$ cat config.mk
export PLATFORM = sky130hd
export DESIGN_NAME = string_hash_to_bucket_top
export DESIGN_NICKNAME = d
export VERILOG_FILES = /design/src/rtl/shb_pkg.sv /design/src/rtl/shb_ctrl.sv /design/src/rtl/shb_dp.sv /design/src/rtl/string_hash_to_bucket_top.sv
export SDC_FILE = /design/constraint.sdc
export NUM_CORES = 1
export LEC_CHECK = 0
export BUFFER_PORTS_ARGS = -buffer_cell sky130_fd_sc_hd__buf_2
export CORE_UTILIZATION = 35
export DETAILED_ROUTE_END_ITERATION = 6
export GPL_TIMING_DRIVEN = 0
export PLACE_DENSITY = 0.54
export SLEW_MARGIN = 20
export SYNTH_ARGS = -nofsm -noshare
export SYNTH_HDL_FRONTEND = slang
export SYNTH_HIERARCHICAL = 1
export SYNTH_SLANG_ARGS = --single-unit
$ cat constraint.sdc
create_clock -name clk -period 4.7 [get_ports clk]
set_input_delay 0.235 -clock clk [delete_from_list [all_inputs] [get_ports clk]]
set_output_delay 0.235 -clock clk [all_outputs]
set_load 0.005 [all_outputs]
$ cat src/rtl/shb_pkg.sv
// shared types, constants and the hash mixing function for the string hash block
package shb_pkg;

	localparam int unsigned HashW   = 32;
	localparam int unsigned BucketW = 24;
	localparam int unsigned ByteW   = 8;
	localparam int unsigned CntW    = 5;

	localparam logic [BucketW-1:0] BucketReset = 24'd101;
	localparam logic [CntW-1:0]    DivSteps    = 5'd31;

	typedef enum logic [1:0] {
		ST_IDLE,
		ST_DIV,
		ST_FIN
	} shb_state_t;

	typedef struct packed {
		logic hash_upd;
		logic start;
		logic div_step;
		logic out_load;
	} shb_cmd_t;

	typedef struct packed {
		logic div_last;
		logic out_free;
	} shb_sts_t;

	function automatic logic [HashW-1:0] mix_byte(input logic [HashW-1:0] h,
		input logic [ByteW-1:0] b);
		logic [HashW-1:0] sum;
		logic [3:0]       top;
		sum = {h[HashW-5:0], 4'b0000} + {{(HashW-ByteW){b[ByteW-1]}}, b};
		top = sum[HashW-1:HashW-4];
		return {4'b0000, sum[HashW-5:8], sum[7:4] ^ top, sum[3:0]};
	endfunction

endpackage

$ cat src/rtl/shb_ctrl.sv
// controller state machine sequencing byte updates, the modulo and the result load
module shb_ctrl import shb_pkg::*; (
	input  logic     clk,
	input  logic     arst_n,
	input  logic     in_valid,
	input  logic     last,
	output logic     in_stall,
	input  shb_sts_t sts,
	output shb_cmd_t cmd
);

	shb_state_t state_q, state_d;

	always_ff @(posedge clk or negedge arst_n) begin
		if (!arst_n) begin
			state_q <= ST_IDLE;
		end else begin
			state_q <= state_d;
		end
	end

	always_comb begin
		state_d  = state_q;
		cmd      = '0;
		in_stall = 1'b1;
		unique case (state_q)
			ST_IDLE: begin
				in_stall = 1'b0;
				if (in_valid) begin
					if (last) begin
						cmd.start = 1'b1;
						state_d   = ST_DIV;
					end else begin
						cmd.hash_upd = 1'b1;
					end
				end
			end
			ST_DIV: begin
				cmd.div_step = 1'b1;
				if (sts.div_last) begin
					state_d = ST_FIN;
				end
			end
			ST_FIN: begin
				if (sts.out_free) begin
					cmd.out_load = 1'b1;
					state_d      = ST_IDLE;
				end
			end
			default: begin
				state_d = ST_IDLE;
			end
		endcase
	end

endmodule

$ cat src/rtl/shb_dp.sv
// datapath: bucket count register, running hash, bit-serial divider and result register
module shb_dp import shb_pkg::*; (
	input  logic               clk,
	input  logic               arst_n,
	input  logic               cfg_wr_en,
	input  logic [BucketW-1:0] cfg_wr_data,
	input  logic [ByteW-1:0]   key_byte,
	input  logic               out_stall,
	output logic               out_valid,
	output logic [BucketW-1:0] bucket_index,
	output logic [HashW-1:0]   raw_hash,
	input  shb_cmd_t           cmd,
	output shb_sts_t           sts
);

	logic [BucketW-1:0] num_buckets_q;
	logic [HashW-1:0]   hash_q;
	logic [HashW-1:0]   hash_next;
	logic [HashW-1:0]   raw_q;
	logic [HashW-1:0]   dvd_q;
	logic [BucketW-1:0] rem_q;
	logic [BucketW-1:0] div_q;
	logic [CntW-1:0]    cnt_q;
	logic               out_valid_q;
	logic [BucketW-1:0] bucket_index_q;
	logic [HashW-1:0]   raw_hash_q;
	logic [BucketW:0]   trial;
	logic [BucketW:0]   diff;

	assign hash_next = (key_byte != '0) ? mix_byte(hash_q, key_byte) : hash_q;

	assign trial = {rem_q, dvd_q[HashW-1]};
	assign diff  = trial - {1'b0, div_q};

	assign sts.div_last = (cnt_q == '0);
	assign sts.out_free = !out_valid_q || !out_stall;

	always_ff @(posedge clk or negedge arst_n) begin
		if (!arst_n) begin
			num_buckets_q <= BucketReset;
			hash_q        <= '0;
			out_valid_q   <= 1'b0;
			cnt_q         <= '0;
		end else begin
			if (cfg_wr_en) begin
				num_buckets_q <= cfg_wr_data;
			end
			if (cmd.hash_upd) begin
				hash_q <= hash_next;
			end else if (cmd.start) begin
				hash_q <= '0;
			end
			if (cmd.start) begin
				cnt_q <= DivSteps;
			end else if (cmd.div_step) begin
				cnt_q <= cnt_q - 1'b1;
			end
			if (cmd.out_load) begin
				out_valid_q <= 1'b1;
			end else if (!out_stall) begin
				out_valid_q <= 1'b0;
			end
		end
	end

	// restoring division, one quotient bit a cycle
	always_ff @(posedge clk) begin
		if (cmd.start) begin
			raw_q <= hash_next;
			dvd_q <= hash_next;
			rem_q <= '0;
			div_q <= (num_buckets_q == '0) ? BucketW'(1) : num_buckets_q;
		end else if (cmd.div_step) begin
			dvd_q <= {dvd_q[HashW-2:0], 1'b0};
			rem_q <= diff[BucketW] ? trial[BucketW-1:0] : diff[BucketW-1:0];
		end
		if (cmd.out_load) begin
			bucket_index_q <= rem_q;
			raw_hash_q     <= raw_q;
		end
	end

	assign out_valid    = out_valid_q;
	assign bucket_index = bucket_index_q;
	assign raw_hash     = raw_hash_q;

`ifndef SYNTH
	a_rem_below_div: assert property (@(posedge clk) disable iff (!arst_n)
		cmd.div_step |-> rem_q < div_q)
		else $error("remainder not below divisor");
	a_load_when_free: assert property (@(posedge clk) disable iff (!arst_n)
		cmd.out_load |-> (!out_valid_q || !out_stall))
		else $error("result overwritten while waiting");
	a_hash_cleared: assert property (@(posedge clk) disable iff (!arst_n)
		cmd.start |=> hash_q == '0)
		else $error("running hash not cleared after key");
	a_cmd_exclusive: assert property (@(posedge clk) disable iff (!arst_n)
		$onehot0({cmd.hash_upd, cmd.start, cmd.div_step, cmd.out_load}))
		else $error("conflicting datapath commands");
`endif

endmodule

$ cat src/rtl/string_hash_to_bucket_top.sv
// top level of the string hash to bucket block
//
//  channel  | handshake            | payload
//  ---------+----------------------+---------------------------
//  in       | in_valid / in_stall  | key_byte[7:0], last
//  out      | out_valid / out_stall| bucket_index[23:0], raw_hash[31:0]
//  cfg      | cfg_wr_en            | cfg_wr_data[23:0] (number of buckets)
//
// a byte without last is folded into the running hash; the next byte follows directly
// a last byte loads the divider, runs the bit-serial modulo and then loads the result register
// the modulo runs on the single shared one-bit-per-cycle divider
// reset clears the running hash and control, the number of buckets returns to 101
// a held result stalls the next key end only if out_stall is still high when it finishes
module string_hash_to_bucket_top import shb_pkg::*; (
	input  logic               clk,
	input  logic               arst_n,
	input  logic               cfg_wr_en,
	input  logic [BucketW-1:0] cfg_wr_data,
	input  logic               in_valid,
	output logic               in_stall,
	input  logic [ByteW-1:0]   key_byte,
	input  logic               last,
	output logic               out_valid,
	input  logic               out_stall,
	output logic [BucketW-1:0] bucket_index,
	output logic [HashW-1:0]   raw_hash
);

	shb_cmd_t cmd;
	shb_sts_t sts;

	shb_ctrl u_ctrl (
		.clk      (clk),
		.arst_n   (arst_n),
		.in_valid (in_valid),
		.last     (last),
		.in_stall (in_stall),
		.sts      (sts),
		.cmd      (cmd)
	);

	shb_dp u_dp (
		.clk          (clk),
		.arst_n       (arst_n),
		.cfg_wr_en    (cfg_wr_en),
		.cfg_wr_data  (cfg_wr_data),
		.key_byte     (key_byte),
		.out_stall    (out_stall),
		.out_valid    (out_valid),
		.bucket_index (bucket_index),
		.raw_hash     (raw_hash),
		.cmd          (cmd),
		.sts          (sts)
	);

endmodule
==> out/qor.csv, run 1 <==
stage;metric;value;unit
power;powerDensity;635;nW/um^2
worst_setup_path;end_kind;flop;
run;cap_viol_max_count;0;
clock_network;cts_inserted_buffers;24;
sta;final.setup.worst_slack;0.963;ns
sta;max_freq;0.268;GHz
power;vdd_ir_drop_max;293;uV
grt;grt_max_degree;45;
detailed_routing;drc_errors;0;
yosys;synth_warnings;6;
clock_network;clock-root-buffer;clkbuf_16;
floorplanning;die_area;33700;um^2
sta;clock_skew;0.0113;ns
detailed_routing;drtIter0Drc;560;
cells_and_area;syn_to_final_growth;20.4;%
floorplanning;core_area;32500;um^2
floorplanning;chipWidth;183;um
worst_setup_path;crit_type;flop to flop;
detailed_routing;dr.pass1.iters;7;
yosys;synth_edf_count;144;
detailed_routing;vias;8381;
place;pre_cts_ws;0.903;ns
grt;antenna_found_initial;0;
sta;rsz0062_at_grt;false;
sta;setup_viol;0;
detailed_routing;drt-total-wl;29200;um
sta;tns;0;ns
sta;period_needed;3.74;ns
clock_network;clkTransAtPathRegs;0.06;ns
sta;max_slew.worst_pin.slew;0.881;ns
yosys;synth_nets;1127;
detailed_routing;ant_nets;0;
grt;grt_pass1_vias;7845;
sta;report.final.slew_viol_count;0;
worst_setup_path;required;4.93;ns
floorplanning;start_util;35.5;%
sta;slew_headroom;41.3;%
cells_and_area;n_antenna_cell;0;
floorplanning;num_rows;66;
cells_and_area;layout.nets;1279;
grt;track_usage;17.3;%
hold_path;hp-start;in_valid;
yosys;synthCells;1034;
clock_network;cts.sinks;232;
hold_path;min_path_type;primary input to flop;
sta;post-route-period-util;79.5;%
clock_network;cts_tree;yes;
yosys;syn-cell-area;11500;um^2
clock_network;ctsResizeCount;0;
worst_setup_path;worstPathMaxFanout;20;
clock_network;cts_max_path_buffers;3;
outcome;status;finished clean;
detailed_routing;viasPerCell;5.09;
worst_setup_path;max_stage_delay;0.53;ns
yosys;ys.flop_type;edfxtp_1;
power;p_leak;5.73;nW
cells_and_area;mostFrequentLayoutCell;edfxtp_1;
grt;grt_pass1_wl;45400;um
worst_setup_path;worstReg2RegEnd;u_dp/dvd_q[26]$_DFFE_PP_;
worst_setup_path;rr_startpoint;u_ctrl/state_q[0]$_DFFE_PN0P_;
cells_and_area;final_area;13900;um^2
grt;grt_overflow;0;
worst_setup_path;rrSetupSlack;0.96;ns
hold_path;worstHoldPathCells;3;
yosys;ys_types;69;
place;place_hpwl;21100;um
place;place_area;12700;um^2
floorplanning;die_h;183;um
yosys;syn_area_per_cell;11.1;um^2
worst_setup_path;reg2reg_depth;10;
yosys;async_reset_ff_share;27.6;%
worst_setup_path;critical_path_arrival;3.97;ns
detailed_routing;wire_per_inst;17.7;um
place;gp_congestion;0.880;
place;io_buffers;94;
worst_setup_path;crit_chain;or2_4 > nor2_4 > buf_16 > buf_16 > clkbuf_1 > inv_1 > clkbuf_1 > clkbuf_1 > nand2_2 > buf_16;
yosys;ys_ff_latch;232;
clock_network;clk_latency;0.53;ns
hold_path;hold_path_end;u_ctrl/state_q[0]$_DFFE_PN0P_;
cells_and_area;drive_gt1_share;17.4;%
clock_network;h-tree-depth;1;
sta;timing.hold.ws;0.0713;ns
floorplanning;top_level_ports;96;
yosys;ys_seq_area_share;55.6;%
worst_setup_path;cp_slowest_cell;nor2_4;
sta;finalHoldViolCount;0;
cells_and_area;final_cell_mix;edfxtp_1, buf_2, nand2_1, nor2_1, a21oi_1;
worst_setup_path;cp-start-kind;flop;
-- per-stage QoR --
stage	power, mW	utilization, %	instances
detailed placement	6.69	39.2	1576
global route	9.44	42.7	1646
CTS	8.87	42.7	1646
finish	8.81	42.7	1646
global placement	6.63	38.7	1570
floorplan	5.76	-	1034
-- layout make-up --
cell class	count	area, um^2
Fill cell	3086	18600
Buffer	61	235
Inverter	57	214
Timing Repair Buffer	126	898
Clock inverter	11	181
Tap cell	442	553
Sequential cell	232	6410
Clock buffer	33	697
Multi-Input combinational cell	684	4680
-- cells by family (layout without fill, tap and decap cells) --
| kind of cell | Yosys count | count (layout) | synth area share [%] |
|---|---|---|---|
| AO/OA/AOI/OAI | 246 | 246 | 14.4 |
| AND/OR/NAND/NOR | 289 | 289 | 11.8 |
| XOR/XNOR | 51 | 51 | 4.01 |
| adder cells (fa/ha/maj) | 55 | 55 | 6.10 |
| multiplexers | 43 | 43 | 4.15 |
| buffers and inverters | 118 | 288 | 3.90 |
| flip-flops | 232 | 232 | 55.6 |
-- worst max-delay path, delay by kind of cell (launching register included) --
family | cells | cell delay [ns]
flops | 1 | 0.43
buf+inv | 7 | 1.63
simple gates | 3 | 1.35
-- synth_stat cells, types with 11 or more instances --
library cell | instances | area share (%)
edfxtp_1 | 144 | 38
nand2_1 | 95 | 3.1
nor2_1 | 82 | 2.7
a21oi_1 | 63 | 2.7
dfrtp_1 | 60 | 13
clkbuf_1 | 57 | 1.9
inv_1 | 57 | 1.9
ha_1 | 53 | 5.8
o21ai_0 | 40 | 1.7
mux2_2 | 38 | 3.7
xnor2_1 | 33 | 2.5
a21o_1 | 30 | 2.0
dfxtp_1 | 24 | 4.2
and3_1 | 21 | 1.1
nor3_1 | 21 | 0.91
xor2_1 | 16 | 1.2
nand3_1 | 12 | 0.52
nor4_1 | 11 | 0.60
o21a_1 | 11 | 0.72
-- sequential cells by signal, indices dropped and copies added (netlist names) --
| signal | cells |
|---|---|
| u_ctrl/state_q | 2 |
| u_dp/hash_q | 32 |
| u_dp/out_valid | 1 |
| u_dp/dvd_q | 32 |
| u_dp/raw_hash | 32 |
| u_dp/raw_q | 32 |
| u_dp/cnt_q | 5 |
| u_dp/bucket_index | 24 |
| u_dp/num_buckets_q | 24 |
| u_dp/rem_q | 24 |
| u_dp/div_q | 24 |
-- worst max-delay path by stage --
stage | slack, ns | from | endpoint | cells past startpoint
after floorplan | 0.72 | u_ctrl/state_q[0]$_DFFE_PN0P_ | u_dp/dvd_q[0]$_SDFFCE_PN0P_ | 7
after global placement | -1.09 | u_ctrl/state_q[0]$_DFFE_PN0P_ | u_dp/dvd_q[18]$_DFFE_PP_ | 7
after detailed placement | 0.90 | u_ctrl/state_q[0]$_DFFE_PN0P_ | u_dp/dvd_q[18]$_DFFE_PP_ | 10
after CTS | 0.86 | u_ctrl/state_q[0]$_DFFE_PN0P_ | u_dp/dvd_q[26]$_DFFE_PP_ | 10
after global routing | 0.69 | u_ctrl/state_q[0]$_DFFE_PN0P_ | u_dp/dvd_q[25]$_DFFE_PP_ | 10
final | 0.96 | u_ctrl/state_q[0]$_DFFE_PN0P_ | u_dp/dvd_q[26]$_DFFE_PP_ | 10
-- power breakdown --
| group | leakage (nW) | switching [mW] | total [mW] | internal [mW] |
|---|---|---|---|---|
| clock network | 0.429 | 0.792 | 2.10 | 1.31 |
| logic | 2.96 | 2.01 | 3.53 | 1.53 |
| registers | 2.34 | 0.359 | 3.18 | 2.82 |
-- repair_timing --
action / CTS / global route
setup buffers: 0 / 0
hold buffers: 26 / 0
endpoints found under the hold margin: 87 / 0
-- layer usage --
layer | vias up | wire [um] | global-route usage [%]
li1 | 4080 | - | -
met1 | 4067 | 14700 | 26.8
met2 | 205 | 12500 | 25.6
met3 | 29 | 1510 | 2.42
met4 | 0 | 415 | 3.50
met5 | - | 0 | 0
Note: power is estimated with default switching activity, not from simulation.
==> run 2: changes to the inputs <==
- ABC_AREA: default -> 1
- PLACE_DENSITY: 0.54 -> 0.52
- clock period: 4.7 -> 3.5 ns (I/O delays scaled with it)
==> out/qor.csv, run 2 <==
stage;metric;value;unit;change
outcome;status;finished clean;;
grt;grt_overflow;0;;unchanged
floorplanning;chipWidth;194;um;+5.7%
yosys;syn_area_per_cell;8.04;um^2;-28%
floorplanning;die_area;37600;um^2;+12%
sta;clock_skew;0.0323;ns;+0.0210 ns
yosys;ys.flop_type;edfxtp_1;;
clock_network;h-tree-depth;1;;unchanged
sta;rsz0062_at_grt;false;;
cells_and_area;n_antenna_cell;0;;unchanged
yosys;synth_warnings;6;;unchanged
cells_and_area;post-route-util;42.5;%;-0.28 points
yosys;synth_area_leaders;edfxtp_1, nand2_1, dfrtp_1;;
worst_setup_path;cp-start-kind;flop;;
worst_setup_path;cp_slowest_cell;clkinv_1;;
grt;antenna_found_initial;0;;unchanged
worst_setup_path;end_kind;flop;;
worst_setup_path;worstPathMaxFanout;45;;+130%
detailed_routing;viasPerCell;4.69;;-7.9%
detailed_routing;dr.pass1.iters;5;;-2
yosys;synth_top_cells_by_count;nand2_1, inv_1, edfxtp_1;;
power;vdd_ir_drop_max;424;uV;+45%
run;cap_viol_max_count;0;;unchanged
detailed_routing;top_layer;met4;;
cells_and_area;syn_to_final_growth;18.2;%;
worst_setup_path;rrSetupSlack;0.24;ns;-0.72 ns
clock_network;cts.sinks;232;;unchanged
sta;post-route-period-util;93.1;%;+14 points
clock_network;cts_max_path_buffers;3;;unchanged
cells_and_area;final_cell_mix;nand2_1, inv_1, edfxtp_1, nand3_1, buf_2;;
worst_setup_path;max_stage_delay;0.51;ns;-0.02 ns
place;gp_congestion;0.939;;+6.6%
power;p_leak;7.50;nW;+31%
grt;grt_max_degree;46;;+2.2%
detailed_routing;drtIter0Drc;577;;+3.0%
place;place_area;14100;um^2;+10%
detailed_routing;met3_length;1580;um;+4.2%
clock_network;clk_latency;0.56;ns;+0.03 ns
worst_setup_path;cp-startpoint;u_ctrl/state_q[0]$_DFFE_PN0P_;;
power;powerDensity;862;nW/um^2;+36%
worst_setup_path;crit_chain;nor2_2 > nand2_1 > inv_4 > buf_16 > clkbuf_1 > clkinv_1 > clkbuf_1 > nand2_1 > nand2_1;;
yosys;async_reset_ff_share;27.6;%;unchanged
yosys;yosysMostFrequentCell;nand2_1;;
detailed_routing;vias;10500;;+26%
clock_network;cts_inserted_buffers;26;;+8.3%
detailed_routing;ant_nets;0;;unchanged
floorplanning;top_level_ports;96;;unchanged
sta;final.setup.worst_slack;0.241;ns;-0.722 ns
yosys;synthCells;1604;;+55%
sta;finalHoldViolCount;0;;unchanged
detailed_routing;wire_per_inst;15.7;um;-11%
worst_setup_path;crit_type;flop to flop;;
yosys;ys_seq_area_share;49.7;%;-5.9 points
grt;grt_pass1_vias;10300;;+31%
detailed_routing;drt-total-wl;35400;um;+21%
yosys;synth_nets;1697;;+51%
place;place_hpwl;27000;um;+28%
sta;slew_headroom;41.8;%;+0.56 points
worst_setup_path;critPathMostFrequentCell;nand2_1;;
place;io_buffers;94;;unchanged
detailed_routing;met2_wirelength;17200;um;+37%
worst_setup_path;rr_startpoint;u_ctrl/state_q[0]$_DFFE_PN0P_;;
worst_setup_path;reg2reg_depth;9;;-1
floorplanning;start_util;35.9;%;+0.41 points
grt;track_usage;19.0;%;+1.7 points
clock_network;post-cts-setup-buffers;0;;unchanged
cells_and_area;final_area;15300;um^2;+9.9%
cells_and_area;mostFrequentLayoutCell;nand2_1;;
floorplanning;core_area;35900;um^2;+11%
sta;max_slew.worst_pin.slew;0.869;ns;-0.0115 ns
sta;max_freq;0.307;GHz;+15%
cells_and_area;layout.nets;1857;;+45%
sta;period_needed;3.26;ns;-0.478 ns
yosys;syn-cell-area;12900;um^2;+12%
yosys;synth_edf_count;144;;unchanged
clock_network;cts_tree;yes;;
detailed_routing;m1WireLength;15700;um;+7.0%
place;pre_cts_ws;-0.135;ns;-1.04 ns
floorplanning;num_rows;69;;+4.5%
hold_path;min_path_type;primary input to async pin;;
clock_network;clock-root-buffer;clkbuf_16;;
worst_setup_path;critical_path_arrival;3.54;ns;-0.43 ns
yosys;yosys.area.top_type_share;33.5;%;-4.0 points
detailed_routing;drc_errors;0;;unchanged
grt;grt_pass1_wl;55700;um;+23%
clock_network;clkTransAtPathRegs;0.06;ns;about the same
yosys;ys_types;52;;-25%
sta;report.final.slew_viol_count;0;;unchanged
cells_and_area;fill_cells;3705;;+20%
floorplanning;die_h;194;um;+5.7%
yosys;ys_ff_latch;232;;unchanged
sta;setup_viol;0;;unchanged
worst_setup_path;required;3.78;ns;-1.15 ns
cells_and_area;drive_gt1_share;12.6;%;-4.8 points
yosys;synth.largest_area_cell;edfxtp_1;;
-- run 2: cell types whose count changed after synthesis, sizes merged, moves of 16 or more --
cell	delta
nand2	+485
nand4	+16
nand3	+94
and3	-21
a21oi	-23
mux2	-23
a21o	-29
xnor2	-26
inv	+219
-- run 2: metal layers --
metal	track usage (%)	vias to the layer above
met3	2.50	47
met4	5.85	0
met1	24.4	4888
met5	0	-
met2	33.2	221
li1	-	5371
-- run 2: critical path: cells and delay by family, from the launching register on --
| family | cells | cell delay, ns |
|---|---|---|
| flip-flops | 1 | 0.44 |
| buffers and inverters | 5 | 1.98 |
| AND/OR/NAND/NOR | 4 | 0.55 |
-- run 2: power breakdown --
group          leakage (nW)  total [mW]  internal, mW  switching, mW
sequential             2.35        4.34          3.84          0.500
combinational          4.74        6.10          2.10           4.00
clock                 0.413        2.72          1.61           1.11
total                  7.50        13.2          7.54           5.61
-- run 2: kinds of logic (layout without fill, tap and decap cells) --
| family | after synthesis | after routing | synth area share [%] |
|---|---|---|---|
| flip-flops | 232 | 232 | 49.7 |
| AND/OR/NAND/NOR | 842 | 842 | 27.5 |
| buffers and inverters | 330 | 510 | 9.94 |
| AO/OA/AOI/OAI | 112 | 112 | 4.94 |
| XOR/XNOR | 18 | 18 | 1.22 |
| multiplexers | 15 | 15 | 1.31 |
| adder cells (fa/ha/maj) | 55 | 55 | 5.45 |
-- run 2: repair_timing --
| action | in CTS | in global routing |
|---|---|---|
| gates resized for setup | 2 | 0 |
| setup endpoints to repair | 32 | 0 |
| endpoints found under the hold margin | 96 | 0 |
| hold buffers | 32 | 0 |
-- run 2: area by class of cell --
type / instances / area, um^2 / share of cell area, %
buffer: 53 / 243 / 1.59
clock buffer: 34 / 722 / 4.73
multi-input combinational: 1042 / 5220 / 34.2
timing repair buffer: 132 / 901 / 5.91
inverter: 277 / 1040 / 6.85
tap: 461 / 577 / 3.78
clock inverter: 14 / 136 / 0.894
sequential: 232 / 6410 / 42.0
-- run 2: worst paths after layout --
kind / to
worst max-delay path: u_dp/dvd_q[7]$_DFFE_PP_
worst min-delay path: u_dp/hash_q[22]$_DFFE_PN0P_
worst max register to register: u_dp/dvd_q[7]$_DFFE_PP_
worst min register to register: u_dp/raw_hash[19]$_DFFE_PP_
max in group asynchronous: u_dp/num_buckets_q[6]$_DFFE_PN1P_
min in group clk: u_dp/num_buckets_q[1]$_DFFE_PN0P_
-- run 2: stage by stage --
stage	setup TNS (ns)	instances	power, mW	hold WS, ns
3_3_place_gp	-164.77	2159	10.4	0.392
5_1_grt	0	2245	14.3	0.0965
4_1_cts	0	2245	13.3	0.0785
6_report	0	2245	13.2	0.0807
2_1_floorplan	0	1604	8.65	-0.121
3_5_place_dp	-4.20	2165	10.4	0.129
